==> src/rtl/sclru_ram.sv <==
// Generic single-write, single-read RAM with registered read data.
// No dependencies.
`default_nettype none
module sclru_ram #(
	parameter int W = 32,
	parameter int D = 8
) (
	input  wire logic                              clk,
	input  wire logic                              we,
	input  wire logic [(D > 1 ? $clog2(D) : 1)-1:0] waddr,
	input  wire logic [W-1:0]                      wdata,
	input  wire logic [(D > 1 ? $clog2(D) : 1)-1:0] raddr,
	output      logic [W-1:0]                      rdata
);

	logic [W-1:0] mem_q [D];

	always_ff @(posedge clk) begin
		if (we) begin
			mem_q[waddr] <= wdata;
		end
		rdata <= mem_q[raddr];
	end

endmodule
`default_nettype wire

==> config.mk <==
export PLATFORM = sky130hd
export DESIGN_NAME = sclru_ram
export DESIGN_NICKNAME = d
export VERILOG_FILES = /design/src/rtl/sclru_ram.sv
export SDC_FILE = /design/constraint.sdc
export NUM_CORES = 1
export LEC_CHECK = 0
export BUFFER_PORTS_ARGS = -buffer_cell sky130_fd_sc_hd__buf_2
export CORE_ASPECT_RATIO = 0.9
export CORE_MARGIN = 5
export CORE_UTILIZATION = 55
export DETAILED_ROUTE_END_ITERATION = 12
export GPL_ROUTABILITY_DRIVEN = 0
export MAX_ROUTING_LAYER = met4
export PLACE_DENSITY = 0.81
export SLEW_MARGIN = 40
export SYNTH_ARGS = -nofsm -noshare
export SYNTH_HDL_FRONTEND = slang
export SYNTH_SLANG_ARGS = --single-unit
==> constraint.sdc <==
create_clock -name clk -period 5.6 [get_ports clk]
set_clock_uncertainty 0.1 [all_clocks]
set_input_delay 1.12 -clock clk [delete_from_list [all_inputs] [get_ports clk]]
set_output_delay 1.12 -clock clk [all_outputs]
set_load 0.01 [all_outputs]
==> results.toml <==
[synthesis]
synth_nets = 455
synth_seq_cells = 288
syn_area_per_cell_um2 = 25.22
netlist_area_um2 = 10470
synthCells = 415
yosysSeqAreaShare_pct = 79.57
synth_cell_types = 13
ys_warn_count = 0

[clock_tree]
cts_buffer_depth = 3
cts_tree = "done"
clkTransAtPathRegs_ps = 60
clk_latency_ps = 530
root_buffer = "clkbuf_16"
post_cts_buffers = 0
cts-htree-levels = 1
hold_buffers = 0
post_cts_resized = 0
clkSinkCount = 288
cts_buffers = 27

[setup_path]
critical_path_required_ps = 5700
worstReg2RegEnd = "rdata[1]"
r2r_cells = 2
cp_slowest_stage_delay_ps = 570
endpoint_kind = "register"
worstPathArrival_ps = 2530
worstReg2RegStart = "mem_q[4][1]"
critical_path_class = "in -> reg"
worst_path_max_delay_cell = "nor2_4"
critPathLaunchType = "primary input"
path_cells = "buf_2 -> nand2b_1 -> nor2_4 -> buf_4"
worst-path-max-fanout = 17
rrSetupSlack_ps = 4170

[run_status]
status = "finished clean"

[worst_hold_path]
min_path_type = "reg -> reg"
min_path_cells = 2
hold_end = "rdata[15]"
worstHoldStart = "mem_q[2][15]"

[timing]
period_needed_ps = 2435
fin_hold_ws_ps = 565.2
tns_ps = 0
relSlewSlack_pct = 57.37
rsz0062_at_grt = "no"
finalHoldViolCount = 0
max_freq_mhz = 410.6
finalMaxSlewViolations = 0
fin_crit_sh_pct = 43.49
tightest_slew_ps = 637.9
setup_violations = 0

[routing]
drt_iter0_drc = 270
wl_mm = 17.99
wire_per_inst_um = 23.18
vias = 4426
first_pass_iters = 4
final_antenna_net_count = 0
drc = 0
vias_per_cell = 5.704

[global_routing]
antenna_found_initial = 3
grt_max_degree = 65
grtUsageTotal_pct = 17.25
grt_pass1_vias = 4724
gr-total-overflow = 0
grt_pass1_wl_mm = 27.76

[die]
ios = 72
die_width_um = 155.4
core_um2 = 18520
dieArea_um2 = 21890
num_rows = 47
die_h_um = 140.9
start_util_pct = 56.50

[final_layout]
area_growth_pct = 15.09
drive_gt1_share_pct = 34.85
nets = 547

[job]
cap_violations = 0

[power_and_ir_drop]
p_leak_nw = 4.090
vdd_drop_max_v = 0.0002535
powerDensity_nw_per_um2 = 369.2

[place]
portBuffers = 71
place_hpwl_mm = 9.620
critical path, delay by kind of cell:
family / cells / cell delay, ps
simple gates: 2 / 860
buf+inv: 2 / 520
Yosys cell counts:
| master | number | area, µm² |
|---|---|---|
| buf_1 | 4 | 15.01 |
| buf_2 | 6 | 30.03 |
| buf_6 | 7 | 78.83 |
| clkbuf_1 | 1 | 3.750 |
| dfxtp_1 | 32 | 640.6 |
| edfxtp_1 | 256 | 7687 |
| mux2_2 | 32 | 360.4 |
| mux4_1 | 40 | 1051 |
| mux4_2 | 24 | 540.5 |
| nand2_1 | 2 | 7.510 |
| nand2b_1 | 3 | 18.77 |
| nor2_1 | 6 | 22.52 |
| nor3_1 | 2 | 10.01 |
cell usage in the layout, fill, tap and decap left out, types with 5 or more instances in the layout:
master,n
clkinv_2,5
clkbuf_16,27
nor2_4,6
edfxtp_1,256
dfxtp_1,32
clkbuf_1,9
buf_2,68
mux4_1,40
mux2_2,32
buf_4,11
mux4_2,24
per-stage QoR:
step	area [µm²]	cells	utilization (%)	total power [W]	worst slack [ps]
floorplan	10470	415	-	0.002624	1533
global placement	11130	722	60.06	0.002706	2435
detailed placement	11130	722	60.09	0.002721	2407
CTS	12010	772	64.82	0.004487	2908
global route	12050	776	65.03	0.004603	3109
finish	12050	776	65.03	0.004448	3165
worst max-delay path by stage:
| stage | start | end | slack (ps) | depth (start not counted) |
|---|---|---|---|---|
| finish | waddr[2] | mem_q[3][10] | 3160 | 4 |
| global route | waddr[2] | mem_q[3][4] | 3110 | 4 |
| CTS | raddr[2] | rdata[13] | 2910 | 4 |
| detailed placement | raddr[2] | rdata[13] | 2410 | 4 |
| global placement | raddr[0] | rdata[18] | 2440 | 3 |
| floorplan | waddr[2] | mem_q[0][0] | 1530 | 2 |
kinds of logic after synthesis:
kind of cell / count (synthesis) / synth area share [%]
multiplexers: 96 / 18.65
AND/OR/NAND/NOR: 13 / 0.5619
buffers and inverters: 18 / 1.219
flip-flops: 288 / 79.57
power by group:
part,leakage (nW),switching (W),internal (W),total [W]
registers,2.60,0.0000226,0.00243,0.00245
logic,1.07,0.000118,0.000108,0.000226
clock network,0.428,0.000717,0.00106,0.00177
registers in the layout, summed over array words and instances, names as in the netlist:
register and cells:
mem_q 256, rdata 32
layout make-up:
type	count	area, µm²
antenna	3	7.507
clock buffer	38	737.0
clock inverter	12	138.9
fill	1159	6479
multi-input combinational	109	2066
sequential	288	8328
tap	245	306.5
timing repair buffer	81	461.7
per-layer routing:
layer  global-route usage (%)  wire (µm)
met3                    3.463        994
met1                    22.76       7487
met5                        -          0
met4                    3.823        237
met2                    28.43       9271
Power figures use the tool's default switching activity.
